## config.mk

```make
export PLATFORM = sky130hd
export DESIGN_NAME = fcbf_front_flat
export DESIGN_NICKNAME = d
export VERILOG_FILES = /design/src/fcbf_pkg.sv /design/src/fcbf_if.sv /design/src/fcbf_front.sv /design/src/flat_wrapper.sv
export VERILOG_INCLUDE_DIRS = /design/src /design/src/src
export SDC_FILE = /design/constraint.sdc
export NUM_CORES = 1
export LEC_CHECK = 0
export ABC_CLOCK_PERIOD_IN_PS = 15600
export BUFFER_PORTS_ARGS = -buffer_cell sky130_fd_sc_hd__buf_2
export CAP_MARGIN = 20
export CORE_MARGIN = 2
export CORE_UTILIZATION = 62
export CTS_CLUSTER_SIZE = 25
export DETAILED_ROUTE_END_ITERATION = 7
export GPL_TIMING_DRIVEN = 0
export PLACE_DENSITY = 0.89
export SYNTH_ARGS = -nofsm -noshare
export SYNTH_HDL_FRONTEND = slang
export SYNTH_SLANG_ARGS = --single-unit
```

## constraint.sdc

```tcl
create_clock -name i_clk -period 15.6 [get_ports i_clk]
set_input_delay 2.34 -clock i_clk [delete_from_list [all_inputs] [get_ports i_clk]]
set_output_delay 2.34 -clock i_clk [all_outputs]
set_load 0.01 [all_outputs]
```

## src/flow_controlled_byte_fifo_top_defines.svh

```systemverilog
// Assertion macros shared by the byte FIFO modules.
`ifndef FLOW_CONTROLLED_BYTE_FIFO_TOP_DEFINES_SVH
`define FLOW_CONTROLLED_BYTE_FIFO_TOP_DEFINES_SVH

// expression must hold at every clock edge out of reset
`define FCBF_ASSERT_ALWAYS(label, clk, rst_n, expr) \
    label: assert property (@(posedge clk) disable iff (!(rst_n)) (expr)) \
        else $error("fcbf: invariant violated");

// consequent must hold in the cycle after antecedent
`define FCBF_ASSERT_NEXT(label, clk, rst_n, ante, cons) \
    label: assert property (@(posedge clk) disable iff (!(rst_n)) (ante) |=> (cons)) \
        else $error("fcbf: sequence violated");

`endif

```

## src/fcbf_pkg.sv

```systemverilog
// Types and constants of the byte FIFO.
`default_nettype none
package fcbf_pkg;

    localparam int CFG_W   = 11;
    localparam int CNT_OUT = 11;
    localparam int TOT_W   = 64;
    localparam logic [CFG_W-1:0] CAP_RESET = 11'd1024;

    typedef enum logic [1:0] {
        ACT_WRITE = 2'd0,
        ACT_READ  = 2'd1,
        ACT_PEEK  = 2'd2,
        ACT_END   = 2'd3
    } t_action;

    typedef struct packed {
        logic               write_accepted;
        logic [CNT_OUT-1:0] fill_count;
        logic [CNT_OUT-1:0] space_left;
        logic [TOT_W-1:0]   total_written;
        logic [TOT_W-1:0]   total_read;
        logic               input_done;
        logic               is_empty;
        logic               at_eof;
    } t_status;

    typedef struct packed {
        logic     wr_en;
        logic     rd_en;
        logic [7:0] wdata;
        t_status  status;
    } t_cmd;

endpackage
`default_nettype wire

```

## src/fcbf_if.sv

```systemverilog
// Input and result channel interfaces of the byte FIFO.
`default_nettype none
interface fcbf_in_if;
    logic        valid;
    logic        ready;
    logic [1:0]  action;
    logic [7:0]  data_byte;
    logic [9:0]  peek_offset;

    modport source (output valid, action, data_byte, peek_offset, input ready);
    modport sink   (input valid, action, data_byte, peek_offset, output ready);
endinterface

`default_nettype wire

```

## src/fcbf_front.sv

```systemverilog
// Front end: accepts items, tracks pointers, fill and totals, issues store commands.
`default_nettype none
`include "flow_controlled_byte_fifo_top_defines.svh"
module fcbf_front
    import fcbf_pkg::*;
#(
    parameter int DEPTH = 1024
) (
    input  wire logic                     i_clk,
    input  wire logic                     i_rst_n,
    input  wire logic                     i_cfg_we,
    input  wire logic [CFG_W-1:0]         i_cfg_wdata,
    fcbf_in_if.sink                       i_in,
    input  wire logic                     i_q_ready,
    output      logic                     o_push,
    output      t_cmd                     o_cmd,
    output      logic [$clog2(DEPTH)-1:0] o_addr
);
    localparam int AW = $clog2(DEPTH);
    localparam int CW = $clog2(DEPTH + 1);
    localparam int XW = (CW > CFG_W) ? CW : CFG_W;
    localparam int OW = ((AW > 10) ? AW : 10) + 1;

    logic [AW-1:0]    r_head, n_head;
    logic [AW-1:0]    r_tail, n_tail;
    logic [CW-1:0]    r_count, n_count;
    logic [TOT_W-1:0] r_wtot, n_wtot;
    logic [TOT_W-1:0] r_rtot, n_rtot;
    logic             r_ended, n_ended;
    logic [XW-1:0]    r_cap;

    logic             accept;
    logic [XW-1:0]    cnt_x;
    logic [XW-1:0]    ncnt_x;
    logic [XW-1:0]    off_x;
    logic [XW-1:0]    cfg_x;
    logic [OW-1:0]    peek_sum;
    logic [AW-1:0]    peek_addr;
    logic [AW-1:0]    head_inc;
    logic [AW-1:0]    tail_inc;
    logic             at_bound;

    assign accept  = i_in.valid & i_q_ready;
    assign i_in.ready = i_q_ready;
    assign o_push  = accept;

    assign cnt_x   = XW'(r_count);
    assign off_x   = XW'(i_in.peek_offset);
    assign cfg_x   = XW'(i_cfg_wdata);
    assign peek_sum = OW'(r_head) + OW'(i_in.peek_offset);
    assign peek_addr = (peek_sum >= OW'(DEPTH)) ? AW'(peek_sum - OW'(DEPTH)) : AW'(peek_sum);
    assign head_inc = (r_head == AW'(DEPTH - 1)) ? '0 : r_head + 1'b1;
    assign tail_inc = (r_tail == AW'(DEPTH - 1)) ? '0 : r_tail + 1'b1;
    assign at_bound = (r_count == '0) || (r_count == CW'(DEPTH));

    always_comb begin
        n_head  = r_head;
        n_tail  = r_tail;
        n_count = r_count;
        n_wtot  = r_wtot;
        n_rtot  = r_rtot;
        n_ended = r_ended;
        o_cmd.wr_en = 1'b0;
        o_cmd.rd_en = 1'b0;
        o_cmd.wdata = i_in.data_byte;
        o_addr      = r_tail;
        case (t_action'(i_in.action))
            ACT_WRITE: begin
                if (cnt_x < r_cap) begin
                    o_cmd.wr_en = 1'b1;
                    n_tail  = tail_inc;
                    n_count = r_count + 1'b1;
                    n_wtot  = r_wtot + 1'b1;
                end
            end
            ACT_READ: begin
                o_addr = r_head;
                if (r_count != '0) begin
                    o_cmd.rd_en = 1'b1;
                    n_head  = head_inc;
                    n_count = r_count - 1'b1;
                    n_rtot  = r_rtot + 1'b1;
                end
            end
            ACT_PEEK: begin
                o_addr = peek_addr;
                if (off_x < cnt_x) begin
                    o_cmd.rd_en = 1'b1;
                end
            end
            ACT_END: begin
                n_ended = 1'b1;
            end
            default: begin
                n_ended = r_ended;
            end
        endcase

        // totals differ by exactly the fill, so they match when the FIFO is empty
        ncnt_x = XW'(n_count);
        o_cmd.status.write_accepted = o_cmd.wr_en;
        o_cmd.status.fill_count     = CNT_OUT'(n_count);
        o_cmd.status.space_left     = (r_cap > ncnt_x) ? CNT_OUT'(r_cap - ncnt_x) : '0;
        o_cmd.status.total_written  = n_wtot;
        o_cmd.status.total_read     = n_rtot;
        o_cmd.status.input_done     = n_ended;
        o_cmd.status.is_empty       = (n_count == '0);
        o_cmd.status.at_eof         = n_ended & (n_count == '0);
    end

    always_ff @(posedge i_clk) begin
        if (!i_rst_n) begin
            r_head  <= '0;
            r_tail  <= '0;
            r_count <= '0;
            r_wtot  <= '0;
            r_rtot  <= '0;
            r_ended <= 1'b0;
            r_cap   <= (XW'(CAP_RESET) > XW'(DEPTH)) ? XW'(DEPTH) : XW'(CAP_RESET);
        end else begin
            if (accept) begin
                r_head  <= n_head;
                r_tail  <= n_tail;
                r_count <= n_count;
                r_wtot  <= n_wtot;
                r_rtot  <= n_rtot;
                r_ended <= n_ended;
            end
            if (i_cfg_we) begin
                r_cap <= (cfg_x > XW'(DEPTH)) ? XW'(DEPTH) : cfg_x;
            end
        end
    end

    `FCBF_ASSERT_ALWAYS(a_count_bound, i_clk, i_rst_n, r_count <= CW'(DEPTH))
    `FCBF_ASSERT_ALWAYS(a_ptr_match, i_clk, i_rst_n, (r_head == r_tail) == at_bound)
    `FCBF_ASSERT_NEXT(a_idle_hold, i_clk, i_rst_n, !accept, $stable(r_count) && $stable(r_head) && $stable(r_tail))

endmodule
`default_nettype wire

```

## src/flat_wrapper.sv

```systemverilog
// flat-port wrapper written by rule: the top's interface ports become plain ports
module fcbf_front_flat import fcbf_pkg::*;
#(
    parameter int DEPTH = 1024
)
  (i_clk, i_rst_n, i_cfg_we, i_cfg_wdata, i_q_ready, o_push, o_cmd, o_addr, i_in_valid, i_in_action, i_in_data_byte, i_in_peek_offset, i_in_ready);
  fcbf_in_if i_in_i ();
  input  wire logic i_clk;
  input  wire logic i_rst_n;
  input  wire logic i_cfg_we;
  input  wire logic [CFG_W-1:0] i_cfg_wdata;
  input  wire logic i_q_ready;
  output      logic o_push;
  output      t_cmd o_cmd;
  output      logic [$clog2(DEPTH)-1:0] o_addr;
  input wire logic [$bits(i_in_i.valid)-1:0] i_in_valid;
  input wire logic [$bits(i_in_i.action)-1:0] i_in_action;
  input wire logic [$bits(i_in_i.data_byte)-1:0] i_in_data_byte;
  input wire logic [$bits(i_in_i.peek_offset)-1:0] i_in_peek_offset;
  output wire logic [$bits(i_in_i.ready)-1:0] i_in_ready;
  assign i_in_i.valid = i_in_valid;
  assign i_in_i.action = i_in_action;
  assign i_in_i.data_byte = i_in_data_byte;
  assign i_in_i.peek_offset = i_in_peek_offset;
  assign i_in_ready = i_in_i.ready;
  fcbf_front #(.DEPTH(DEPTH)) u_core (.i_clk(i_clk), .i_rst_n(i_rst_n), .i_cfg_we(i_cfg_we), .i_cfg_wdata(i_cfg_wdata), .i_in(i_in_i), .i_q_ready(i_q_ready), .o_push(o_push), .o_cmd(o_cmd), .o_addr(o_addr));
endmodule
```

# Yosys cells after proc, flatten, opt, wreduce, memory -nomap -nowiden
# Cells that the tools add are included.
# word_totals
reg_bits,171
in_bits,36
out_inout_bits,176
wordCells,52
# op_classes
addsub,9
order_cmp,5
n_eq_ne,5
mux,19
bitwise,2
reduce_logical,5
# ops
operator,count
2-to-1 mux 64 bit,4
adder 64 x 1 -> 64 bit (second input constant),2
2-to-1 mux 11 bit,4
2-to-1 mux 10 bit,3
one-hot mux 11 bit (2 select lines),1
adder 10 x 1 -> 10 bit (second input constant),2
equality test 10 bit (second input constant),2
one-hot mux 10 bit (2 select lines),1
adder 10 x 10 -> 11 bit,1
adder 11 x 1 -> 11 bit (second input constant),1
>= comparator 11 bit (second input constant),1
> comparator 11 bit,1
> comparator 11 bit (second input constant),1
zero test 11 bit,1
less-than comparator 10 x 11 -> 1 bit,1
less-than comparator 11 bit,1
nonzero test 11 bit,1
subtractor 11 x 1 -> 11 bit (second input constant),1
subtractor 11 bit,1
subtractor 10 x 1 -> 10 bit (second input constant),1
AND reduction 3 bit,2
2-to-1 mux 1 bit,5
equality test 2 bit (second input constant),2
bitwise AND 1 bit,2
other kinds (3),3

# Logic depth before layout (Yosys ltp)
# Gate-level depths: netlist of run 1.
# logic_depth
word_depth,5
ltp_mapped,20
depth_no_buf,20

# Least setup slack after synthesis of run 1
# No wires, ideal clock.
# synth_timing
path_kind,input to output
startpoint,input port i_in_action[1]
endpoint,output port o_cmd[135] (netlist bit)
arrival_ns,5.878
required_time_ns,13.260
slack_ns,7.382
cell_stages,16
path_buffers,2
cell_sequence,inv_1 > ha_1 > inv_1 > a31oi_1 > clkbuf_1 > a221oi_1 > a211oi_1 > ha_1 > a21o_1 > a21o_1 > a31oi_1 > a211o_1 > nor3b_1 > o41ai_1 > clkbuf_1 > nor3_1
# synth_rtl
item,line_no,text
from (decl),flat_wrapper.sv:17,input wire logic [$bits(i_in_i.action)-1:0] i_in_action;
to (decl),flat_wrapper.sv:14,output t_cmd o_cmd;

==> summary.md, run 1 <==
| Metric | Value |
|---|---|
| Outcome | `finished, final reports clean` |
| Avg WL per Cell | `17.7 um` |
| Setup Fix Bufs, Post-CTS | `0` |
| Post-route ant nets | `0` |
| Syn Nets | `1657` |
| Worst skew pair latency | `0.44 ns` |
| Fmax | `just over 0.1 GHz` |
| WL final | `36600 um` |
| Syn. warnings | `0` |
| CP arrival | `7.28 ns` |
| Tmin final | `9.62 ns` |
| I/O Buffers | `201` |
| RSZ-0062 raised after global routing | `false` |
| Die width | `144 um` |
| GRT overflow | `0` |
| # rows | `51` |
| Max stage delay cell, worst path | `clkbuf_1` |
| Via density | `6.05` |
| Most frequent CP cell | `buf_2` |
| Worst Max-Slew Pin Slew | `~1.0 ns` |
| Adder-Cell Fraction of Synth Area | `0.0548` |
| Maximum vdd ir drop | `0.0820 mV` |
| Antenna violations before repair | `0` |
| Critical Path Source Type | `input pin` |
| Worst min path class | `register to register` |
| Post-Synthesis Cells | `1569` |
| Die Area | `20700 um^2` |
| Overall routing resource usage | `0.346` |
| Inserted Clock Buffers | `17` |
| Number of global-route vias before repair | `11500` |
| Max-capacitance violation count | `0` |
| Core area | `19300 um^2` |
| Post-Synth XOR/XNOR Area | `0.182` |
| Placer Congestion | `~0.98` |
| CTS Hold Bufs | `0` |
| DP Wirelength | `27400 um` |
| Crit path largest cell delay | `0.50 ns` |
| Clock sink count | `171` |
| Die Y | `144 um` |
| CTS HTree Levels | `4` |
| Fraction of layout cells with a size suffix above 1 | `0.151` |
| Max Slew Vio Count | `0` |
| Tcrit/Tclk final | `0.617` |
| Vias | `12500` |
| Clock Pin Slew Worst Setup and Hold Paths | `around 0.07 ns` |
| Synth Flop Type | `dfxtp_1` |
| # IOs | `212` |
| Mux cell area share after synthesis | `0` |
| Data required, critical path | `13.26 ns` |
| DRC Markers | `0` |
| CTS tree | `yes` |
| Clock Skew | `0.0106 ns` |
| Critical path endpoint category | `output port` |
| Final Net Count | `between 1500 and 2000` |
| Async set or reset register ratio after synthesis | `0` |
| DR iter-0 viols | `approximately 1100` |
| Largest net degree at the start of global routing | `17` |
| EDFF count, synth | `0` |
| Worst Path Max Fanout | `10` |
| Drt pass-1 iters | `5` |
| Leak | `a little over 6 nW` |
| Pwr dens | `76.3 nW/um^2` |
| Synth Area in Compound Gates | `0.113` |
| Final setup fails | `0` |
| Clock Tree Root | `clkbuf_16` |
| Antenna Diode Count | `0` |
| #FFs+latches synth | `between 150 and 200` |
| Area growth from synthesis to layout | `16.2%` |
| Final hold slack | `a little under 0.5 ns` |
| Count of cells resized by post-cts repair | `0` |
| Syn Area/Cell | `7.74 um^2` |
| Number of distinct library cells after synthesis | `72` |
| Cells along the critical path | `buf_2 > inv_1 > ha_1 > inv_1 > a31oi_1 > clkbuf_1 > a221oi_1 > a211oi_1 > buf_2 > ha_1 > a21o_1 > a21o_1 > a31oi_1 > a211o_1 > nor3b_1 > o41ai_1 > clkbuf_1 > nor3_1 > buf_2` |
| Main combinational cell family by area after synthesis | `simple AND/OR/NAND/NOR gates` |
| Sum Neg Setup Slack | `0 ns` |
| Simple-gate share of the synthesized area | `0.324` |
| Relative slew slack | `0.298` |
| Mapped cell area | `12100 um^2` |
| Sequential share of the synthesized area | `0.282` |
| Starting density of the core | `0.628` |
| CTS max path bufs | `2` |
| Global-route wire length before repair | `57200 um` |
| Crit Path Category | `input pin to output port` |
| Hold Fails Final Rpt | `0` |
==> routing by layer <==
metal,up-vias,share of wire,global-route usage
met5,-,0,0
met4,0,0.043,0.159
met3,129,0.086,0.0669
met2,651,0.47,0.582
met1,5870,0.40,0.429
li1,5858,-,-
==> cells in the mapped netlist, drive strengths merged (3+ instances only) <==
| cell | n | area share |
|---|---|---|
| nand3b | 4 | 0.0025 |
| a21boi | 29 | 0.018 |
| and3 | 19 | 0.0098 |
| clkbuf | 59 | 0.018 |
| or2 | 3 | 0.0015 |
| or4 | 5 | 0.0031 |
| nand4 | 64 | 0.034 |
| and4 | 15 | 0.011 |
| ha | 50 | 0.051 |
| o21ai | 57 | 0.024 |
| nand2 | 175 | 0.054 |
| a21oi | 34 | 0.014 |
| buf | 21 | 0.010 |
| o211ai | 6 | 0.0037 |
| o21a | 4 | 0.0025 |
| dfxtp | 171 | 0.28 |
| xor2 | 126 | 0.091 |
| nor2b | 19 | 0.0098 |
| or3 | 33 | 0.017 |
| o211a | 4 | 0.0033 |
| o41ai | 3 | 0.0022 |
| a21o | 9 | 0.0057 |
| nand2b | 7 | 0.0036 |
| and2 | 114 | 0.059 |
| nor3 | 65 | 0.028 |
| nand3 | 67 | 0.028 |
| inv | 52 | 0.016 |
| a31o | 3 | 0.0022 |
| xnor2 | 126 | 0.091 |
| nand4b | 4 | 0.0034 |
| o22ai | 6 | 0.0031 |
| nor4 | 25 | 0.014 |
| a22oi | 8 | 0.0049 |
| o31ai | 4 | 0.0025 |
| nor2 | 131 | 0.041 |
| a211oi | 9 | 0.0056 |
| a31oi | 12 | 0.0062 |
==> through the flow <==
step	instance area (um^2)	worst slack, ns	std cells	total power (W)	utilization
floorplan	12100	7.38	1569	0.000564	-
global placement	13500	5.81	2035	0.000621	0.698
detailed placement	13500	6.23	2036	0.000625	0.698
CTS	14100	6.19	2068	0.00107	0.730
global route	14100	5.74	2069	0.00111	0.730
finish	14100	5.98	2069	0.00108	0.730
==> area by class of cell <==
class / count / area [um^2]
plain buffers: 80 / 348
clock buffers: 18 / 439
clock inverters: 14 / 181
fillers: 1527 / 5220
inverters: 53 / 199
multi-input cells: 1265 / 8180
flip-flops and latches: 171 / 3420
well taps: 265 / 332
repair buffers: 203 / 1020
==> flip-flops by register name (all words and copies together), names as in the netlist <==
| name | cells |
|---|---|
| u_core.r_rtot | 64 |
| u_core.r_wtot | 64 |
| u_core.cnt_x | 11 |
| u_core.r_cap | 11 |
| u_core.r_head | 10 |
| u_core.r_tail | 10 |
| u_core.r_ended | 1 |
==> path summary, 6_finish.rpt <==
kind              startpoint                end  slack, ns  cells past startpoint
min reg2reg   u_core.r_ended     u_core.r_ended       0.49                      2
max reg2reg  u_core.cnt_x[8]  u_core.r_wtot[12]      11.64                     10
min           u_core.r_ended     u_core.r_ended       0.49                      2
max           i_in_action[1]         o_cmd[139]       5.98                     19
==> report_power, final <==
group          total [W]  leakage (nW)  internal (W)  switching (W)
combinational   0.000176          4.55     0.0000641       0.000112
clock           0.000458         0.296      0.000260       0.000199
sequential      0.000443          1.38      0.000439     0.00000390
==> critical path, delay by kind of cell <==
family	cells	cell delay [ns]
compound gates	8	2.43
buf+inv	7	1.72
fa+ha+maj	2	0.58
simple gates	2	0.20
==> cells by family after synthesis <==
family | Yosys count
buf+inv | 133
compound gates | 206
flops | 171
xor+xnor | 252
simple gates | 755
fa+ha+maj | 52
==> placed cells by master, fill, tap and decap left out, types with 5 or more instances in the layout <==
cell / count
buf_2: 207
nand2_1: 175
dfxtp_1: 171
nor2_1: 130
xnor2_1: 126
xor2_1: 126
and2_1: 114
nand3_1: 66
nand4_1: 63
nor3_1: 63
clkbuf_1: 59
o21ai_0: 55
inv_1: 52
ha_1: 50
a21oi_1: 34
or3_1: 32
a21boi_0: 29
nor4_1: 22
and3_1: 19
nor2b_1: 19
clkbuf_16: 17
and4_1: 13
a31oi_1: 12
buf_4: 11
a211oi_1: 9
a21o_1: 8
a22oi_1: 8
nand2b_1: 7
o211ai_1: 6
o22ai_1: 6
buf_1: 5
or4_1: 5
No activity file was read; power rests on OpenSTA's default activity.
==> run 2, diff against run 1 <==
Settings changed: ABC_CLOCK_PERIOD_IN_PS 15600 to 8300, CORE_UTILIZATION 62 to 52, PLACE_DENSITY 0.89 to 0.8.
Clock period 15.6 ns to 8.3 ns, I/O delays scaled along.
==> run 2 against run 1 <==
Compared with the run above: via count fell by 1.6%; final cell count rose by 2.3%; routed wire length barely moved; final area rose by 0.51%; critical path depth did not move; power rose by 90%; clock skew rose by 0.0016 ns; non-clock buffer count fell by 1; highest routed layer unchanged.
==> summary.md, run 2 (synthesized netlist as in run 1, its figures left out) <==
| Metric | Value |
|---|---|
| Drt pass-1 iters | `7 (was 5)` |
| Area after DPL | `13600 um^2 (was 13500 um^2)` |
| Die width | `157 um (was 144 um)` |
| Most frequent cells in the layout | `207 x buf_2, 175 x nand2_1, 171 x dfxtp_1, 130 x nor2_1 (unchanged)` |
| Area growth from synthesis to layout | `16.8% (was 16.2%)` |
| Crit Path Category | `input pin to output port (unchanged)` |
| Max stage delay cell, worst path | `a31oi_1 (was clkbuf_1)` |
| Inserted Clock Buffers | `17 (unchanged)` |
| Count of cells resized by post-cts repair | `0 (unchanged)` |
| Cells along the critical path | `buf_2 > inv_1 > ha_1 > inv_1 > a31oi_1 > clkbuf_1 > a221oi_1 > a211oi_1 > buf_2 > ha_1 > a21o_1 > a21o_1 > a31oi_1 > a211o_1 > nor3b_1 > o41ai_1 > clkbuf_1 > nor3_1 > buf_2 (unchanged)` |
| Design Power | `0.00204 W (was 0.00108 W)` |
| Placer Congestion | `0.969 (was 0.976)` |
| Critical path endpoint category | `output port (unchanged)` |
| Data required, critical path | `7.05 ns (was 13.26 ns)` |
| Vias | `12300 (was 12500)` |
| Die Y | `157 um (was 144 um)` |
| Clock Tree Root | `clkbuf_16 (unchanged)` |
| Leak | `6.22 nW (about the same)` |
| Area of the multi-input gates | `8180 um^2 (unchanged)` |
| Clock Pin Slew Worst Setup and Hold Paths | `0.06 ns (was 0.07 ns)` |
| RSZ-0062 raised after global routing | `false (unchanged)` |
| Fraction of layout cells with a size suffix above 1 | `0.151 (about the same)` |
| Relative slew slack | `0.212 (was 0.298)` |
| Max-capacitance violation count | `0 (unchanged)` |
| Antenna Diode Count | `0 (unchanged)` |
| Crit path largest cell delay | `0.52 ns (was 0.50 ns)` |
| Antenna violations before repair | `0 (unchanged)` |
| Worst min path class | `register to register (unchanged)` |
| Final Net Count | `1878 (was 1879)` |
| Critical Path Source Type | `input pin (unchanged)` |
| WL final | `36600 um (about the same)` |
| Inst Count DP | `2084 (was 2036)` |
| Largest regs | `u_core.r_rtot (64), u_core.r_wtot (64) (unchanged)` |
| Global-route wire length before repair | `57400 um (was 57200 um)` |
| Post-route ant nets | `0 (unchanged)` |
| Number of global-route vias before repair | `11300 (was 11500)` |
| Via density | `5.82 (was 6.05)` |
| Sum Neg Setup Slack | `0 ns (unchanged)` |
| Avg WL per Cell | `17.3 um (was 17.7 um)` |
| Clock Skew | `0.0121 ns (was 0.0106 ns)` |
| Overall routing resource usage | `0.293 (was 0.346)` |
| # IOs | `212 (unchanged)` |
| GRT overflow | `0 (unchanged)` |
| Commonest non-fill, non-tap cell in the layout | `buf_2 (unchanged)` |
| Final setup fails | `0 (unchanged)` |
| Tcrit/Tclk final | `0.901` |
| Outcome | `finished, final reports clean (unchanged)` |
| Starting density of the core | `0.533 (was 0.628)` |
| Number of fill cells | `2063 (was 1527)` |
| DRC Markers | `0 (unchanged)` |
| Tmin final | `7.48 ns` |
| Worst Max-Slew Pin Slew | `1.17 ns (was 1.04 ns)` |
| Maximum vdd ir drop | `0.111 mV (was 0.0820 mV)` |
| DR iter-0 viols | `1092 (was 1088)` |
| CTS max path bufs | `2 (unchanged)` |
| Hold Fails Final Rpt | `0 (unchanged)` |
| Largest net degree at the start of global routing | `17 (unchanged)` |
| Fmax | `approximately 0.13 GHz` |
| CTS HTree Levels | `4 (unchanged)` |
| DP Wirelength | `27700 um (was 27400 um)` |
| # rows | `55 (was 51)` |
| Worst Path Max Fanout | `10 (unchanged)` |
| CP arrival | `6.23 ns (was 7.28 ns)` |
| I/O Buffers | `201 (unchanged)` |
| Worst skew pair latency | `0.44 ns (about the same)` |
| Most frequent CP cell | `buf_2 (unchanged)` |
| Clock sink count | `171 (unchanged)` |
| Die Area | `24600 um^2 (was 20700 um^2)` |
| Core area | `22800 um^2 (was 19300 um^2)` |
| CTS tree | `yes (unchanged)` |
| CTS Hold Bufs | `0 (unchanged)` |
| Max Slew Vio Count | `0 (unchanged)` |
| Layout Cells excl Fill | `2116 (was 2069)` |
| Setup Fix Bufs, Post-CTS | `0 (unchanged)` |
| Storage cell area | `3420 um^2 (unchanged)` |
| Fin area | `14200 um^2 (was 14100 um^2)` |
| Pwr dens | `144 nW/um^2 (was 76.3 nW/um^2)` |
-- run 2: changes by cell type in the layout (fill, tap and decap cells not counted) --
| cell | previous run | this run |
|---|---|---|
| clkinv_2 | 1 | 0 |
| bufinv_16 | 3 | 4 |
| clkinvlp_4 | 3 | 5 |
| clkbuf_2 | 1 | 0 |
| clkbuf_8 | 1 | 0 |
| clkinv_4 | 2 | 1 |
-- run 2: final cells by class --
type                    instances  share of cell area
flip-flops and latches        171               0.241
clock buffers                  17              0.0300
multi-input cells            1265               0.576
well taps                     313              0.0276
repair buffers                202              0.0712
inverters                      53              0.0140
clock inverters                15              0.0150
plain buffers                  80              0.0245
-- run 2: worst paths after layout --
kind | slack (ns) | end | depth (start not counted) | from
worst max-delay path | 0.82 | o_cmd[135] | 19 | i_in_action[1]
worst max register to register | 4.25 | u_core.r_wtot[18] | 11 | u_core.cnt_x[10]
worst min register to register | 0.49 | u_core.r_ended | 2 | u_core.r_ended
worst min-delay path | 0.49 | u_core.r_ended | 2 | u_core.r_ended
-- run 2: worst max-delay path, delay by kind of cell --
family,cells,cell delay (ns)
adders and majority gates,2,0.53
and+or+nand+nor,2,0.18
AOI/OAI and AO/OA,8,2.53
buffers and inverters,7,1.73
-- run 2: through the flow --
step / hold slack (ns) / utilization / worst slack, ns
floorplan: 0.451 / - / 2.27
global route: 0.527 / 0.623 / 0.519
CTS: 0.492 / 0.623 / 0.966
global placement: 0.469 / 0.595 / 0.637
finish: 0.494 / 0.623 / 0.824
detailed placement: 0.474 / 0.595 / 1.02
-- run 2: metal layers --
metal  vias up  global-route usage  part of all wire
li1       5860                   -                 -
met1      5769               0.375              0.42
met2       574               0.493              0.47
met3       104              0.0468             0.078
met4         0               0.117             0.035
met5         -                   0                 0
-- run 2: power by group --
| group | total, W | leakage, nW | internal (W) | switching (W) |
|---|---|---|---|---|
| registers | 0.000833 | 1.38 | 0.000826 | 0.00000730 |
| clock network | 0.000884 | 0.295 | 0.000511 | 0.000373 |
| logic | 0.000328 | 4.54 | 0.000120 | 0.000207 |
