## src/flow_controlled_byte_fifo_top_defines.svh

```systemverilog
// Assertion macros shared by the byte FIFO modules.
`ifndef FLOW_CONTROLLED_BYTE_FIFO_TOP_DEFINES_SVH
`define FLOW_CONTROLLED_BYTE_FIFO_TOP_DEFINES_SVH

// expression must hold at every clock edge out of reset
`define FCBF_ASSERT_ALWAYS(label, clk, rst_n, expr) \
    label: assert property (@(posedge clk) disable iff (!(rst_n)) (expr)) \
        else $error("fcbf: invariant violated");

// consequent must hold in the cycle after antecedent
`define FCBF_ASSERT_NEXT(label, clk, rst_n, ante, cons) \
    label: assert property (@(posedge clk) disable iff (!(rst_n)) (ante) |=> (cons)) \
        else $error("fcbf: sequence violated");

`endif

```

## src/fcbf_pkg.sv

```systemverilog
// Types and constants of the byte FIFO.
`default_nettype none
package fcbf_pkg;

    localparam int CFG_W   = 11;
    localparam int CNT_OUT = 11;
    localparam int TOT_W   = 64;
    localparam logic [CFG_W-1:0] CAP_RESET = 11'd1024;

    typedef enum logic [1:0] {
        ACT_WRITE = 2'd0,
        ACT_READ  = 2'd1,
        ACT_PEEK  = 2'd2,
        ACT_END   = 2'd3
    } t_action;

    typedef struct packed {
        logic               write_accepted;
        logic [CNT_OUT-1:0] fill_count;
        logic [CNT_OUT-1:0] space_left;
        logic [TOT_W-1:0]   total_written;
        logic [TOT_W-1:0]   total_read;
        logic               input_done;
        logic               is_empty;
        logic               at_eof;
    } t_status;

    typedef struct packed {
        logic     wr_en;
        logic     rd_en;
        logic [7:0] wdata;
        t_status  status;
    } t_cmd;

endpackage
`default_nettype wire

```

## src/fcbf_queue.sv

```systemverilog
// Two-entry command queue between front and back end.
`default_nettype none
`include "flow_controlled_byte_fifo_top_defines.svh"
module fcbf_queue
    import fcbf_pkg::*;
#(
    parameter int AW = 10
) (
    input  wire logic          i_clk,
    input  wire logic          i_rst_n,
    input  wire logic          i_push,
    input  wire t_cmd          i_cmd,
    input  wire logic [AW-1:0] i_addr,
    output      logic          o_ready,
    input  wire logic          i_pop,
    output      logic          o_valid,
    output      t_cmd          o_cmd,
    output      logic [AW-1:0] o_addr
);
    t_cmd          r_cmd  [2];
    logic [AW-1:0] r_addr [2];
    logic          r_wptr;
    logic          r_rptr;
    logic [1:0]    r_cnt;
    logic          push;
    logic          pop;

    assign o_ready = (r_cnt != 2'd2);
    assign o_valid = (r_cnt != 2'd0);
    assign push    = i_push & o_ready;
    assign pop     = i_pop & o_valid;
    assign o_cmd   = r_cmd[r_rptr];
    assign o_addr  = r_addr[r_rptr];

    always_ff @(posedge i_clk) begin
        if (push) begin
            r_cmd[r_wptr]  <= i_cmd;
            r_addr[r_wptr] <= i_addr;
        end
    end

    always_ff @(posedge i_clk) begin
        if (!i_rst_n) begin
            r_wptr <= 1'b0;
            r_rptr <= 1'b0;
            r_cnt  <= 2'd0;
        end else begin
            if (push) begin
                r_wptr <= ~r_wptr;
            end
            if (pop) begin
                r_rptr <= ~r_rptr;
            end
            r_cnt <= r_cnt + {1'b0, push} - {1'b0, pop};
        end
    end

    `FCBF_ASSERT_ALWAYS(a_q_bound, i_clk, i_rst_n, r_cnt <= 2'd2)
    `FCBF_ASSERT_NEXT(a_q_grow, i_clk, i_rst_n, push && !pop, r_cnt == $past(r_cnt) + 2'd1)
    `FCBF_ASSERT_NEXT(a_q_drain, i_clk, i_rst_n, pop && !push, r_cnt == $past(r_cnt) - 2'd1)

endmodule
`default_nettype wire

```

## config.mk

```make
export PLATFORM = sky130hd
export DESIGN_NAME = fcbf_queue
export DESIGN_NICKNAME = d
export VERILOG_FILES = /design/src/fcbf_pkg.sv /design/src/fcbf_queue.sv
export VERILOG_INCLUDE_DIRS = /design/src /design/src/src
export SDC_FILE = /design/constraint.sdc
export NUM_CORES = 1
export LEC_CHECK = 0
export BUFFER_PORTS_ARGS = -buffer_cell sky130_fd_sc_hd__buf_2
export CAP_MARGIN = 30
export CORE_MARGIN = 4
export CORE_UTILIZATION = 47
export DETAILED_ROUTE_END_ITERATION = 10
export GPL_TIMING_DRIVEN = 0
export PLACE_DENSITY = 0.74
export SETUP_SLACK_MARGIN = 0.15
export SYNTH_ARGS = -nofsm -noshare
export SYNTH_HDL_FRONTEND = slang
export SYNTH_SLANG_ARGS = --single-unit
```

## constraint.sdc

```tcl
create_clock -name i_clk -period 8.31 [get_ports i_clk]
set_input_delay 0.831 -clock i_clk [delete_from_list [all_inputs] [get_ports i_clk]]
set_output_delay 0.831 -clock i_clk [all_outputs]
set_load 0.01 [all_outputs]
```

# == Word-level counts from Yosys, hierarchy flattened ==
# Memory sizes are Yosys's and may differ from the RTL's. A register that Yosys moved wholly into a read port is not among the register bits.
# Index checks and enable logic that the tools add are counted.
# op_classes
add_sub_neg,2
eq_ne,1
mux,6
bitwise_logic,4
n_reduce_logical,1
# ops
cell,count
$mux W1,6
$add A2 B1 Y2,1
$and A1 B1 Y1,2
$ne A2 B2 Y1 const B,1
$not A1 Y1,2
$reduce_bool A2 Y1,1
$sub A2 B1 Y2,1
# word_totals
ff_bits,4
ramBits,348
input_bits,178
out_inout_bits,176
word_cells,19
mem_count,2
# memory_table
memory,words,word_bits,rd,rd_clocked_by_memory_dff,wr,line_no,source
r_cmd,2,164,1,1,1,fcbf_queue.sv:20,t_cmd r_cmd [2];
r_addr,2,10,1,1,1,fcbf_queue.sv:21,logic [AW-1:0] r_addr [2];

# == Depth between registers and ports, before layout ==
# Gate-level depths: netlist of the first run.
# depth
depth_word,4
depth_mapped,8
depth_no_buf,8

# == Worst setup path after synthesis of the first run ==
# No wires, ideal clock.
# synth_path
path_kind,input port to flip-flop
from,input i_push
to,memory r_addr[0][0] (enable)
setup_ps,710
t_arrival_ps,8145
required_ps,7600
slack_ps,-545
stages,2
n_path_buf,0
cell_sequence,nand2_1 -> nor2_1
# synth_via
elab_chain_cells,3
# synth_lines
element,line_no,source
start: declaration,fcbf_queue.sv:11,"input wire logic i_push,"
$and A1 B1 Y1,fcbf_queue.sv:30,assign push = i_push & o_ready;
$mux W1,fcbf_queue.sv:36,if (push) begin
$mux W1 (not written as such),fcbf_queue.sv:38,r_addr[r_wptr] <= i_addr;
end: declaration,fcbf_queue.sv:21,
# Every way passes these cells.

==> results of run 1 <==
-- flip-flops by register name (all words and copies together) (netlist names), named ones only --
name / cells
r_cnt: 2
r_cmd: 328
r_addr: 20
r_rptr: 1
r_wptr: 1
-- cells by family after synthesis --
kind of cell	after synthesis
AOI/OAI and AO/OA	1
xor gates and xnor gates	3
adders and majority gates	2
buffers and inverters	20
DFF	353
muxes	175
and+or+nand+nor	11
-- metal layers --
| layer | track usage (%) | vias up | routed length (um) | part of all wire, % |
|---|---|---|---|---|
| met4 | 5.99 | 14 | 856 | 3.3 |
| li1 | - | 3062 | - | - |
| met2 | 29.9 | 298 | 13300 | 51 |
| met3 | 6.96 | 74 | 2720 | 10 |
| met1 | 18.6 | 3187 | 9190 | 35 |
| met5 | 0 | - | 75 | 0.29 |
-- final cells by class --
cell class | count | area (um^2) | area share, %
diodes | 2 | 5.00 | 0.0305
plain buffers | 19 | 208 | 1.26
clock buffers | 45 | 998 | 6.08
clock inverters | 23 | 188 | 1.14
inverters | 1 | 3.75 | 0.0229
multi-input cells | 192 | 2100 | 12.8
flip-flops and latches | 353 | 10600 | 64.2
well taps | 341 | 427 | 2.60
repair buffers | 361 | 1940 | 11.8
-- worst paths after layout --
check,from,endpoint,depth (start not counted)
max,register,o_addr[0],4
min,i_cmd[103],r_cmd[0][103],1
max reg2reg,r_cnt[0],r_cmd[1][41],4
min reg2reg,r_wptr,r_wptr,2
-- power groups by stage --
stage,registers [mW],logic [mW],clock network (mW)
after detailed placement,2.32,1.23,0
after global placement,2.38,1.17,0
after global routing,2.30,1.30,1.72
final,2.28,1.21,1.58
after floorplan,2.35,0.725,0
after CTS,2.28,1.24,1.63
-- placed cells by master, fill, tap and decap left out --
master / count
buf_2: 354
edfxtp_1: 348
mux2_2: 174
clkbuf_16: 39
buf_6: 18
clkinv_1: 11
clkinv_2: 6
clkbuf_1: 6
buf_12: 6
dfxtp_1: 5
xnor2_1: 3
bufinv_16: 3
diode_2: 2
nand2b_1: 2
nand2_1: 2
nor2b_1: 2
and2_1: 2
ha_1: 2
inv_6: 2
buf_16: 2
o21a_1: 1
or2_2: 1
inv_1: 1
nor2_4: 1
and3_4: 1
mux2i_1: 1
clkinv_4: 1
-- stage by stage --
step	instances	cell area [um^2]	hold WS, ns	power [mW]	utilization [%]
5_1_grt	1337	16400	0.486	5.32	60.9
4_1_cts	1335	16400	0.486	5.15	60.9
2_1_floorplan	565	12900	0.466	3.07	-
3_3_place_gp	1259	15000	0.475	3.55	55.8
6_report	1337	16400	0.515	5.07	60.9
3_5_place_dp	1267	15200	0.516	3.55	56.5
-- worst max-delay path: stages, from the launching register on --
cell     delay, ns
dfxtp_1       0.37
buf_6         0.21
buf_6         0.20
mux2_2        0.39
buf_2         0.15
==> summary.md, run 1 <==
| Metric | Value |
|---|---|
| Status | complete, no violations |
| Largest family of logic cells by synthesized area | multiplexers |
| Clock share of power | between 30% and 40% |
| Sequential-to-total area share from yosys stat | slightly above 80% |
| Worst vdd ir | roughly 0.21 mV |
| # nets final | about 1100 |
| Ys flop type | edfxtp_1 |
| Yosys cell types | 17 |
| WL final | 26100 um |
| Post-Syn Area per Cell | 22.7 um^2 |
| Root buf cell | clkbuf_16 |
| Post-synthesis mux area share | ~15% |
| Psw | around 1.3 mW |
| R2R setup slack | 6.00 ns |
| CTS Hold Buffers Added | 0 |
| First-pass GRT wire length | about 40000 um |
| Top-count cell post-synth | edfxtp_1 |
| Layout cells sized above 1 | roughly three fifths |
| Routed vias/inst | just under 5 |
| Hold Fails Final Rpt | 0 |
| Finish-stage setup viols | 0 |
| Worst min-delay path class | in2reg |
| Max Slew Vio Count | 0 |
| Post-Syn Instances | between 500 and 600 |
| Net Count, Synth | 745 |
| Rel. slew slack | between 50 and 60% |
| Post-Synth Simple-Gate Area | less than 1% |
| Fillers | 1998 |
| Initial antenna violation count | 9 |
| Synth Area in Compound Gates | 0.0584% |
| Net Sw Frac | roughly a quarter |
| Vias post-DR | about 6600 |
| Worst EP required | between 7 and 8 ns |
| Vias in the first global route | slightly above 7000 |
| Initial Util | between 40 and 50% |
| Sink Count | around 350 |
| Ys Warns | 0 |
| Yosys reg bits | 353 |
| Max Cap Violations | 0 |
| Power density over cell area | approximately 310 nW/um^2 |
| Int Power | 3.75 mW |
| H-Tree Depth | 2 |
| Leakage power | 6.16 nW |
| Total GRT Usage | ~17% |
| Skew-Pair Late Insertion Delay | 0.50 ns |
| Synth area leaders | edfxtp_1, mux2_2, buf_6 |
| Total setup buffers inserted after CTS | 0 |
| Fin crit share | between 30% and 40% |
| Row cnt | 60 |
| Post-Synth Adder-Cell Area | less than 1% |
| Crit Path Max Fanout | 10 |
| Final ANT Viol Nets | 0 |
| Highest Clock Rate | about 380 MHz |
| Area leader, netlist | edfxtp_1 |
| Placement Setup Slack | between 5 and 6 ns |
| Worst setup EP type | output port |
| Post-Syn Area | 12900 um^2 |
| Largest net degree at the start of global routing | 67 |
| Final min period | 2.65 ns |
| Clock skew | between 0.009 and 0.01 ns |
| Die height | approximately 170 um |
| Share of the synthesized area in the top cell type | ~80% |
| DIE AREA | roughly 30000 um^2 |
| First-pass detailed-route iteration total | 4 |
| DP Wirelength | between 15000 and 20000 um |
| Post_cts resized | 0 |
| TritonCTS Buffers | 37 |
| CP startpoint kind | register |
| Routed length per instance | 19.5 um |
| WS Path Type | reg2out |
| Combinational Power Share | 23.9% |
| CP arrival | around 1.8 ns |
| CTS clock-pin slew for the worst setup and hold paths | 0.06 ns |
| # port buffers | approximately 350 |
| # IOs | 354 |
| DRC | 0 |
| Final GP Congestion | around 0.73 |
| Die span in x | 173 um |
| Core Area | between 20000 and 30000 um^2 |
| Synth-to-layout area growth | 27.8% |
| Synth Area in XOR/XNOR | less than 1% |
| Top post-synthesis cells by count | edfxtp_1, mux2_2, buf_6, dfxtp_1, xnor2_1 |
| Setup WS post-layout | between 5 and 6 ns |
| Setup_tns | 0 ns |
| Asr flop ratio synth | 0% |
| EDFF count, synth | approximately 350 |
| CTS tree | done |
| Total gr overflow | 0 |
| RSZ-0062 raised after global routing | false |
| Initial DRC Count | 347 |
| Worst-Margin Slew | approximately 0.74 ns |
| Sequential share of power | 45.0% |
| CTS max path bufs | 3 |
No activity file was read; power rests on OpenSTA's default activity.
==> run 2, diff against run 1 <==
--- a/config.mk
+++ b/config.mk
@@ -9,10 +9,10 @@
 export BUFFER_PORTS_ARGS = -buffer_cell sky130_fd_sc_hd__buf_2
 export CAP_MARGIN = 30
 export CORE_MARGIN = 4
-export CORE_UTILIZATION = 47
+export CORE_UTILIZATION = 52
 export DETAILED_ROUTE_END_ITERATION = 10
 export GPL_TIMING_DRIVEN = 0
-export PLACE_DENSITY = 0.74
+export PLACE_DENSITY = 0.77
 export SETUP_SLACK_MARGIN = 0.15
 export SYNTH_ARGS = -nofsm -noshare
 export SYNTH_HDL_FRONTEND = slang
==> constraint.sdc (replaced) <==
create_clock -name i_clk -period 2.67 [get_ports i_clk]
set_input_delay 0.267 -clock i_clk [delete_from_list [all_inputs] [get_ports i_clk]]
set_output_delay 0.267 -clock i_clk [all_outputs]
set_load 0.01 [all_outputs]
==> summary.md, run 2 (synthesized netlist as in run 1, its figures left out) <==
| Metric | Value |
|---|---|
| Total setup buffers inserted after CTS | 0 |
| # nets final | roughly 1300 |
| Worst min-delay path class | in2reg |
| Initial DRC Count | approximately 570 |
| R2R Path Start | r_cnt[0] |
| Highest Clock Rate | ~480 MHz |
| Rel. slew slack | between 40% and 50% |
| Root buf cell | clkbuf_16 |
| Vias post-DR | 7441 |
| Setup_tns | 0 ns |
| Max Cap Violations | 0 |
| Die height | between 150 and 200 um |
| H-Tree Depth | 2 |
| DIE AREA | around 27000 um^2 |
| CTS max path bufs | 3 |
| Hold Fails Final Rpt | 0 |
| Finish-stage setup viols | 0 |
| Clock skew | between 0.008 and 0.009 ns |
| Fin crit share | between 70% and 80% |
| Power density over cell area | about 870 nW/um^2 |
| Final GP Congestion | around 0.73 |
| Routed vias/inst | between 4 and 5 |
| Routed length per instance | between 20 and 25 um |
| HP Start | i_rst_n |
| Worst flop-to-flop path endpoint | r_cmd[1][36] |
| Initial antenna violation count | 4 |
| WS Path Type | reg2out |
| CP startpoint kind | register |
| CTS tree | done |
| Status | complete, no violations |
| # IOs | approximately 350 |
| Layout cells sized above 1 | about 52% |
| Worst setup EP type | output port |
| RSZ-0062 raised after global routing | false |
| Top reg by flops | r_cmd |
| Sink Count | 353 |
| Total power | approximately 16 mW |
| Hold path endpoint | r_cnt[0] |
| Initial Util | a little over half |
| DRC | 0 |
| Most common cell after layout, fill and taps aside | buf_2 |
| WL final | roughly 30000 um |
| Top flop regs | r_cmd: 328 flops, r_addr: 20 flops, r_cnt: 2 flops |
| First-pass GRT wire length | 44100 um |
| CP arrival | 1.83 ns |
| WHS Path Cells | 2 |
| R2R setup slack | 0.64 ns |
| Synth-to-layout area growth | 40.4% |
| Crit Path Max Fanout | 10 |
| Register-to-Register Path Depth | 3 |
| # port buffers | 353 |
| Largest net degree at the start of global routing | between 60 and 70 |
| Die span in x | roughly 170 um |
| CTS clock-pin slew for the worst setup and hold paths | 0.06 ns |
| Max reg flops | approximately 330 |
| Final min period | approximately 2.1 ns |
| Row cnt | 57 |
| Final ANT Viol Nets | 0 |
| Max Slew Vio Count | 0 |
| DP Wirelength | approximately 18000 um |
| Leakage power | between 6 and 7 nW |
| Total GRT Usage | 21.2% |
| Worst-Margin Slew | 0.868 ns |
| First-pass detailed-route iteration total | 5 |
| Skew-Pair Late Insertion Delay | 0.49 ns |
| Most frequent cells in the layout | buf_2, edfxtp_1, mux2_2, dlygate4sd3_1, clkbuf_16 |
| Vias in the first global route | between 8000 and 9000 |
| Worst EP required | around 2.4 ns |
| Total gr overflow | 0 |
| TritonCTS Buffers | 35 |
| Core Area | between 20000 and 25000 um^2 |
| Worst vdd ir | slightly above 0.7 mV |
[run 2: cell count changes in the layout (fill, tap and decap cells not counted), moves of 2 or more]
cell           before  now
clkinv_2            6    1
dlygate4sd3_1       0  174
clkinv_1           11    8
bufinv_16           3    1
buf_16              2    4
clkbuf_16          39   37
clkbuf_1            6   13
buf_12              6    4
diode_2             2    4
[run 2: power by group]
group / leakage, nW / total (mW) / switching (mW) / internal [mW]
Sequential: 3.29 / 7.13 / 0.181 / 6.95
Clock: 0.506 / 4.54 / 1.90 / 2.63
Combinational: 3.02 / 4.06 / 2.09 / 1.96
[run 2: worst max-delay path, cell delays in order, from the launching register on]
cell and delay, ns:
dfxtp_1 0.39, buf_6 0.23, buf_6 0.21, mux2_2 0.36, buf_2 0.15
[run 2: layout make-up]
| cell class | count | area (um^2) |
|---|---|---|
| clock inverter | 11 | 73.8 |
| fill | 1400 | 6280 |
| sequential | 353 | 10600 |
| tap | 324 | 405 |
| inverter | 1 | 3.75 |
| timing repair buffer | 535 | 3700 |
| buffer | 19 | 208 |
| clock buffer | 50 | 975 |
| multi-input combinational | 192 | 2120 |
| antenna | 4 | 10.0 |
[run 2: worst max path at each step]
| stage | start | to | slack, ns |
|---|---|---|---|
| final | register | o_cmd[16] | 0.57 |
| after global routing | register | o_cmd[16] | 0.48 |
| after CTS | register | o_cmd[16] | 0.51 |
| after detailed placement | r_cnt[0] | r_cmd[1][34] | 0.62 |
| after global placement | r_cnt[0] | r_cmd[0][34] | -2.23 |
| after floorplan | r_cnt[0] | r_addr[0][0] | -0.87 |
[run 2: metrics by stage]
| step | setup slack [ns] | util, % | std cells | instance area, um^2 | hold WS, ns |
|---|---|---|---|---|---|
| after global routing | 0.476 | 74.2 | 1489 | 18000 | 0.0663 |
| after CTS | 0.514 | 74.1 | 1485 | 18000 | 0.0431 |
| final | 0.570 | 74.2 | 1489 | 18000 | 0.0617 |
| after floorplan | -0.865 | - | 565 | 12900 | 0.366 |
| after global placement | -2.23 | 61.9 | 1242 | 15000 | 0.454 |
| after detailed placement | 0.620 | 62.7 | 1250 | 15200 | 0.458 |
[run 2: metal layers]
layer / wire, um / global-route usage (%) / vias to the layer above / share of wire (%)
met5: 0 / 0 / - / 0
met4: 851 / 6.99 / 0 / 2.8
met3: 2630 / 5.71 / 67 / 8.7
met2: 15800 / 39.0 / 318 / 53
met1: 10800 / 23.9 / 3648 / 36
li1: - / - / 3408 / -
[run 2: repair_timing]
item	4_1_cts	5_1_grt
hold buffers	174	0
endpoints found under the hold margin	348	0
gates resized for setup	0	0
==> run 3, diff against run 2 <==
--- a/config.mk
+++ b/config.mk
@@ -6,13 +6,14 @@
 export SDC_FILE = /design/constraint.sdc
 export NUM_CORES = 1
 export LEC_CHECK = 0
+export ABC_AREA = 1
 export BUFFER_PORTS_ARGS = -buffer_cell sky130_fd_sc_hd__buf_2
 export CAP_MARGIN = 30
 export CORE_MARGIN = 4
-export CORE_UTILIZATION = 52
+export CORE_UTILIZATION = 47
 export DETAILED_ROUTE_END_ITERATION = 10
 export GPL_TIMING_DRIVEN = 0
-export PLACE_DENSITY = 0.77
+export PLACE_DENSITY = 0.74
 export SETUP_SLACK_MARGIN = 0.15
 export SYNTH_ARGS = -nofsm -noshare
 export SYNTH_HDL_FRONTEND = slang
==> constraint.sdc (replaced) <==
create_clock -name i_clk -period 1.9 [get_ports i_clk]
set_input_delay 0.19 -clock i_clk [delete_from_list [all_inputs] [get_ports i_clk]]
set_output_delay 0.19 -clock i_clk [all_outputs]
set_load 0.01 [all_outputs]
==> summary.md, run 3 <==
| Metric | Value |
|---|---|
| CTS max path bufs | 3 |
| Rel. slew slack | around 75% |
| H-Tree Depth | 2 |
| Asr flop ratio synth | 0% |
| # port buffers | 353 |
| Yosys reg bits | ~350 |
| CP arrival | 1.72 ns |
| Highest Clock Rate | 523 MHz |
| CTS clock-pin slew for the worst setup and hold paths | 0.06 ns |
| Total power | between 20 and 25 mW |
| Initial DRC Count | 447 |
| R2R setup slack | between 0.15 and 0.2 ns |
| First-pass GRT wire length | between 40000 and 50000 um |
| Final GP Congestion | approximately 0.75 |
| Fin crit share | 101% |
| DIE AREA | 30100 um^2 |
| Final min period | around 1.9 ns |
| # IOs | about 350 |
| Synth area leaders | edfxtp_1, mux2_2, buf_6 |
| DRC | 0 |
| EDFF count, synth | between 300 and 400 |
| Failing checks | negative setup slack |
| Top post-synthesis cells by count | edfxtp_1, mux2_2, buf_6, nand2_1, nor2_1 |
| Vias in the first global route | 8637 |
| TritonCTS Buffers | 36 |
| DP Wirelength | between 15000 and 20000 um |
| WL final | 32900 um |
| Top-count cell post-synth | edfxtp_1 |
| Sequential-to-total area share from yosys stat | 82.1% |
| Int Power | 17.2 mW |
| Clock skew | a little over 0.01 ns |
| Area leader, netlist | edfxtp_1 |
| Yosys cell types | 11 |
| Register-to-Register Path Depth | 8 |
| Max reg flops | roughly 330 |
| Util after Layout | between 70 and 80% |
| Layout cells sized above 1 | a little over half |
| Root buf cell | clkbuf_16 |
| Largest net degree at the start of global routing | 42 |
| Power density over cell area | roughly 1200 nW/um^2 |
| Skew-Pair Late Insertion Delay | ~0.5 ns |
| Clock share of power | between 20% and 30% |
| Initial Util | a little under half |
| Most frequent cells in the layout | edfxtp_1, buf_2, dlygate4sd3_1, mux2_2 |
| Placed cells | around 1300 |
| Die height | roughly 170 um |
| Post-Syn Area per Cell | between 20 and 25 um^2 |
| Synth-to-layout area growth | 47.5% |
| Net Count, Synth | about 760 |
| Worst flop-to-flop path endpoint | r_addr[0][9] |
| HP Start | i_pop |
| Vias post-DR | ~7800 |
| Synth Area in Compound Gates | less than 1% |
| Max Cap Violations | 0 |
| Status | complete, but fails checks |
| Net Sw Frac | 26.7% |
| Ys Warns | 0 |
| Fin cells | ~1500 |
| Synth Area in XOR/XNOR | 0% |
| Die span in x | 173 um |
| Core Area | between 20000 and 30000 um^2 |
| First-pass detailed-route iteration total | 5 |
| CTS tree | done |
| Top flop regs | r_cmd: 328 flops, r_addr: 20 flops, r_cnt: 2 flops |
| RSZ-0062 raised after global routing | true |
| Post-Synth Simple-Gate Area | less than 1% |
| Final ANT Viol Nets | 0 |
| Sequential share of power | 43.2% |
| Post-Syn Area | between 10000 and 15000 um^2 |
| Share of the synthesized area in the top cell type | about 81% |
| # nets final | 1352 |
| Initial antenna violation count | 1 |
| R2R Path Start | r_cnt[0] |
| Worst EP required | ~1.7 ns |
| Worst-Margin Slew | approximately 0.38 ns |
| Routed length per instance | roughly 21 um |
| Psw | 6.28 mW |
| Setup_tns | -0.0638 ns |
| Total gr overflow | 0 |
| Setup WS post-layout | -0.0132 ns |
| Hold Fails Final Rpt | 0 |
| Top reg by flops | r_cmd |
| Most common cell after layout, fill and taps aside | edfxtp_1 |
| WS Path Type | reg2out |
| Worst min-delay path class | in2reg |
| Finish-stage setup viols | 10 |
| Max Slew Vio Count | 0 |
| Post-Syn Instances | between 500 and 600 |
| Largest family of logic cells by synthesized area | multiplexers |
| Final Hold Slack | roughly 0.057 ns |
| Post-Synth Adder-Cell Area | less than 1% |
| Routed vias/inst | ~5.0 |
| Worst setup EP type | output port |
| Ys flop type | edfxtp_1 |
| Worst vdd ir | about 0.85 mV |
| Row cnt | 60 |
| Combinational Power Share | between 20 and 30% |
| Leakage power | about 7.3 nW |
| Crit Path Max Fanout | 10 |
| CP startpoint kind | register |
| Sink Count | approximately 350 |
| WHS Path Cells | 4 |
| Total GRT Usage | between 20% and 30% |
| Post-synthesis mux area share | between 10% and 20% |
==> run 3: cell types whose count changed after synthesis, sizes merged, moves of 3 or more <==
cell / before / now
nor2: 1 / 8
inv: 1 / 7
nand3: 0 / 3
nand2: 2 / 9
xnor2: 3 / 0
==> run 3: timing repair <==
action / in CTS / in global routing
hold buffers: 175 / 0
hold endpoints to repair: 352 / 0
resized for setup: 65 / 37
cloned: 5 / 6
endpoints found under the setup margin: 426 / 291
buffers inserted: 3 / 5
pin swaps: 1 / 1
==> run 3: through the flow <==
step | area [um^2] | setup WS [ns]
5_1_grt | 19000 | -0.0746
6_report | 19000 | -0.0132
3_5_place_dp | 15300 | -0.419
2_1_floorplan | 12900 | -1.62
3_3_place_gp | 15100 | -3.16
4_1_cts | 18600 | -0.0342
==> run 3: kinds of logic (layout without fill, tap and decap cells) <==
kind of cell | count (synthesis) | count (layout)
buffers and inverters | 26 | 647
and+or+nand+nor | 20 | 20
adders and majority gates | 2 | 2
other | 0 | 1
AOI/OAI and AO/OA | 2 | 2
DFF | 353 | 353
muxes | 174 | 174
==> run 3: worst max-delay path: stages, from the launching register on <==
cell,delay (ns)
dfxtp_4,0.38
buf_12,0.18
buf_12,0.16
mux2_2,0.34
buf_2,0.15
==> run 3: how the worst max path moves through the flow <==
stage               startpoint             to  depth (start not counted)
floorplan             r_cnt[0]   r_addr[0][0]                          4
global placement      r_cnt[0]  r_cmd[1][126]                          4
detailed placement    r_cnt[0]  r_cmd[0][126]                          8
CTS                   register      o_cmd[72]                          4
global route          register      o_cmd[52]                          4
finish                register     o_cmd[126]                          4
==> run 3: power groups by stage <==
stage	registers [mW]	logic (mW)	clock network [mW]
final	10.2	6.72	6.63
after global routing	10.2	7.12	7.11
after CTS	10.1	6.24	6.72
after detailed placement	10.3	5.25	0
after global placement	10.4	4.99	0
after floorplan	10.3	3.09	0
==> run 3: final cells by class <==
type,count,area (um^2)
antenna,1,2.50
fill,1618,7980
timing repair inverter,1,7.51
inverter,7,30.0
multi-input combinational,198,2190
clock inverter,21,148
timing repair buffer,556,4360
clock buffer,43,948
buffer,19,298
tap,341,427
sequential,353,10600
==> run 3: per-layer routing <==
| metal | up-vias | routed length (um) | GRT usage (%) |
|---|---|---|---|
| li1 | 3495 | - | - |
| met1 | 3851 | 11800 | 22.7 |
| met2 | 329 | 17800 | 38.0 |
| met3 | 76 | 2200 | 5.23 |
| met4 | 0 | 1090 | 7.28 |
| met5 | - | 0 | 0 |
